===== src/rtl/bia_first_zero.sv =====
module bia_first_zero #(
   parameter int WORD_BITS = 32
) (
   input  logic [WORD_BITS-1:0]         word,
   output logic [WORD_BITS-1:0]         onehot,
   output logic [$clog2(WORD_BITS)-1:0] pos,
   output logic                         found
);

   localparam int BIT_W = $clog2(WORD_BITS);

   // Lowest clear bit as a one-hot mask: zero when the word is full
   assign onehot = ~word & (word + WORD_BITS'(1));
   assign found  = |onehot;

   // Encode the one-hot mask; each bit contributes independently
   always_comb begin
      pos = '0;
      for (int b = 0; b < WORD_BITS; b++) begin
         pos = pos | (onehot[b] ? BIT_W'(b) : BIT_W'(0));
      end
   end

endmodule


===== config.mk =====
export PLATFORM = sky130hd
export DESIGN_NAME = bia_first_zero
export DESIGN_NICKNAME = d
export VERILOG_FILES = /design/src/rtl/bia_first_zero.sv
export SDC_FILE = /design/constraint.sdc
export NUM_CORES = 1
export LEC_CHECK = 0
export ABC_AREA = 0
export BUFFER_PORTS_ARGS = -buffer_cell sky130_fd_sc_hd__buf_2
export CAP_MARGIN = 20
export CORE_MARGIN = 1
export CORE_UTILIZATION = 37
export DETAILED_ROUTE_END_ITERATION = 10
export PLACE_DENSITY = 0.84
export SETUP_SLACK_MARGIN = 0.1
export SYNTH_ARGS = -nofsm -noshare
export SYNTH_HDL_FRONTEND = slang
export SYNTH_SLANG_ARGS = --single-unit

===== constraint.sdc =====
create_clock -name vclk -period 3.45
set_input_delay 0.8625 -clock vclk [all_inputs]
set_output_delay 0.8625 -clock vclk [all_outputs]
set_load 0.02 [all_outputs]

After elaboration in Yosys (flattened, before gate mapping)
Index checks and enable logic that the tools add are counted.
{"block": "classes", "addsub": 1, "n_mul": 0, "div_mod_pow": 0, "order_cmp": 0, "eq_ne": 0, "n_shift": 0, "n_mux": 31, "bitwise_logic": 32, "reduce_logical": 1}
{"op": "2-to-1 mux 5 bit", "count": 16}
{"op": "bitwise OR 5 bit", "count": 15}
{"op": "adder 32 x 1 -> 32 bit, second input constant", "count": 1}
{"op": "AND 32 bit", "count": 1}
{"op": "2-to-1 mux 4 bit", "count": 8}
{"op": "inverter 32 bit", "count": 1}
{"op": "OR reduction 32 bit", "count": 1}
{"op": "bitwise OR 4 bit", "count": 7}
{"op": "2-to-1 mux 3 bit", "count": 4}
{"op": "bitwise OR 3 bit", "count": 3}
{"op": "bitwise OR 4 x 5 -> 5 bit", "count": 1}
{"op": "2-to-1 mux 2 bit", "count": 2}
{"op": "bitwise OR 3 x 4 -> 4 bit", "count": 1}
{"op": "bitwise OR 2 x 3 -> 3 bit", "count": 1}
{"op": "bitwise OR 1 x 2 -> 2 bit", "count": 1}
{"op": "bitwise OR 2 bit", "count": 1}
{"op": "2-to-1 mux 1 bit", "count": 1}
{"block": "totals", "ff_bits": 0, "latchBits": 0, "ram_bits": 0, "romBits": 0, "inputBits": 32, "out_inout_bits": 38, "elab_cells": 65, "memories": 0}

Longest topological paths before layout
{"block": "depth", "ltp_word": 33, "ltp_mapped": 6, "mapped_depth_nobuf": 5}

Worst setup path after synthesis
Ideal clock, no wire load.
{"block": "synth_path", "kind": "input port to output port", "start": "input word[2]", "end": "output found", "arrival_time_ns": 2.850, "required_ns": 2.588, "setup_slack_ns": -0.263, "stages": 6, "cell_sequence": "nand4_2 -> or4_4 -> buf_6 -> or2_2 -> o21ai_0 -> nand4bb_1"}
{"block": "synth_between", "elab_chain_len": 3, "elab_cells_between_ends": 4, "cone_classes": "add/sub (1); bitwise (2); reduce/logical (1)"}
{"element": "from (decl)", "line": "4", "rtl": "input logic [WORD_BITS-1:0] word,"}
{"element": "adder 32 x 1 -> 32 bit or inverter 32 bit (tied branches)", "line": "13", "rtl": "assign onehot = ~word & (word + WORD_BITS'(1));"}
{"element": "AND 32 bit (*)", "line": "13"}
{"element": "OR reduction 32 bit (*)", "line": "14", "rtl": "assign found = |onehot;"}
{"element": "to (decl)", "line": "7", "rtl": "output logic found"}
Mark *: on every way between the ends. The rest lies on a longest branch, timed or not.

Worst setup path in the final report
{"block": "layout_path", "start": "input word[18]", "end": "output pos[0]"}
{"block": "layout_between", "elab_chain_len": 16, "elab_cells_between_ends": 22, "cone_classes": "add/sub (1); mux (7); bitwise (14)"}
{"element": "adder 32 x 1 -> 32 bit (*)", "line": "13"}
{"element": "AND 32 bit (*)", "line": "13"}
{"element": "2-to-1 mux 5 bit", "line": "20", "rtl": "pos = pos | (onehot[b] ? BIT_W'(b) : BIT_W'(0));"}
{"element": "bitwise OR 5 bit (12 in a row)", "line": "20"}
{"element": "bitwise OR 5 bit (*)", "line": "20"}
{"element": "to (decl)", "line": "6", "rtl": "output logic [$clog2(WORD_BITS)-1:0] pos,"}
Marked as above.

==> results.md <==
- HP Class: input pin to output port
- Slew HR: 0.778
- Fin cells: 228
- Sequential power share: 0
- Static Leakage: 0.752 nW
- Fill cells: 39
- Nets@finish: about 240
- Final-report max-slew violation count: 0
- Switching share of power: 0.535
- Mapped Area: around 670 sq um
- Setup tns final: -402 ps
- Period utilization: 1.04
- Max VDD drop: 62.7 uV
- Clock network power share: 0
- Initial DRC count: about 110
- Final core utilization: 0.957
- Netlist cell types: 39
- Layout cells sized above 1: 0.618
- Placed instance count: 223
- Placement Setup Slack: -111 ps
- Synth Area per Inst: 6.07 sq um
- Worst Tran Pin Value: 332 ps
- Gate count after technology mapping: between 100 and 150
- Total Wirelength: 4.68 mm
- DP Area: 0.00128 sq mm
- Area contributors post-synth: nor2_1 11%, nor3_1 7.5%, nand2_1 6.7%
- Die area: roughly 0.0020 sq mm
- Unrepaired setup endpoints after global routing: true
- Final hold violations: 0
- Seq/Total Area, Yosys: 0
- P_int: 51.2 uW
- Syn nets: approximately 140
- Core Footprint: approximately 0.0016 sq mm
- Area share of the largest cell type after synthesis: 0.112
- Maximum number of pins on one net before global-route repair: 8
- Failing checks: negative setup slack
- Crit Path Category: input pin to output port
- Crit path time final: 3600 ps
- FMAX: 278 MHz
- Syn. warnings: 0
- Layout area overhead: 128%
- GRT overflow: 0
- Sequential Area: 0 sq um
- Die X: roughly 44 microns
- Status: complete, but fails checks
- Overall routing resource usage: 0.302
- Setup crit end kind: output port
- Setup Viol. Count Final: 6
- Input/output buffers: 70
- Number of diodes: 0
- Post-route antenna net violation count: 0
- WP data arrival: 2730 ps
- Initial antenna violation count: 0
- CP Data Required Time: roughly 2600 ps
- Crit path launch type: input pin
- RePlAce Congestion: 0.883
- Vias in the first global route: roughly 1,200
- Drc violations: 0
- First-pass GRT wire length: 4.73 mm
- Clkbuf count: 0
- Pwr/cell area: 72.1 mW/mm^2
- Hold_buf cts: 0
- DR vias/cell: 6.63
- Routed vias: 1,512
- Worst-path fanout max: 7
- # IOs: 70
- Initial Util: 0.419
- Logic pwr share: 1.000
- TritonRoute pass-1 iters: 7
- Final instance area: 0.00153 sq mm
- Yosys top cell by area: nor2_1
- Rows: 14
- Wire per inst: 20.5 microns
- Seq_cells: 0
- Smallest setup slack after layout: -145 ps
- DIE HEIGHT: 44.5 microns
- Max_cap viols: 0
- Net switching power: ~59 uW
- Detailed placement HPWL: 2.27 mm
-- worst paths after layout --
check	startpoint	end	slack, ps	cells after the start
min	word[1]	onehot[1]	2010	3
max	word[18]	pos[0]	-150	8
-- through the flow --
step | power (mW) | hold WS [ps]
floorplan | 0.0304 | 1760
global placement | 0.0811 | 2020
detailed placement | 0.0842 | 2020
CTS | 0.0906 | 1990
global route | 0.114 | 2010
finish | 0.110 | 2010
-- power groups by stage --
stage | Combinational (mW) | Sequential [mW] | Clock [mW]
2_1_floorplan | 0.0304 | 0 | 0
3_3_place_gp | 0.0811 | 0 | 0
3_5_place_dp | 0.0842 | 0 | 0
4_1_cts | 0.0906 | 0 | 0
5_1_grt | 0.114 | 0 | 0
6_report | 0.110 | 0 | 0
-- Yosys cell counts, drive strengths merged (3+ instances only) --
library cell / count
nor2: 20
inv: 4
nand3: 6
or4: 4
nor3: 10
a21oi: 3
or3: 4
nand4: 8
o21ai: 4
nor3b: 6
nand2: 12
-- layout make-up --
type	count	area, sq um	area share
inverters	4	15.0	0.00984
repair buffers	96	702	0.460
multi-input cells	104	778	0.510
well taps	24	30.0	0.0197
-- layer usage --
metal,share of wire,wire length (microns),GRT usage,vias up
li1,-,-,-,616
met5,0,0,0,-
met1,0.32,1490,0.355,640
met3,0.13,614,0.0245,61
met2,0.45,2110,0.576,195
met4,0.099,461,0.0788,0
-- kinds of logic after synthesis --
family	after synthesis	share of synthesized area
AOI/OAI and AO/OA	18	0.184
buffers and inverters	6	0.0449
and+or+nand+nor	86	0.772
-- critical path, cell delays in order --
cell	delay, ps
buf_2	110
and3_2	190
nand4_1	230
buf_4	260
or4_4	570
nor3b_4	240
or4b_4	170
buf_6	100
-- cell usage in the layout (no fill, tap or decap), types with 2 or more instances in the layout --
| cell | instances |
|---|---|
| nor3b_4 | 3 |
| nand4_1 | 7 |
| or4_4 | 4 |
| a21boi_0 | 2 |
| nand2b_1 | 2 |
| buf_2 | 45 |
| nor2_1 | 19 |
| a211o_1 | 2 |
| nor4b_1 | 2 |
| nor3_1 | 6 |
| or4b_4 | 2 |
| nand3_1 | 5 |
| or3_4 | 3 |
| nor3_2 | 3 |
| buf_4 | 27 |
| buf_6 | 23 |
| nor3b_1 | 2 |
| o21a_1 | 2 |
| inv_1 | 4 |
| o21ai_0 | 3 |
| nand2_1 | 11 |
| a21oi_1 | 3 |
-- timing repair --
action / in CTS / in global routing
setup buffers: 4 / 2
cloned: 0 / 0
pin swaps: 7 / 12
gates resized for setup: 23 / 31
endpoints found under the setup margin: 11 / 18
No activity file was read; power rests on OpenSTA's default activity.
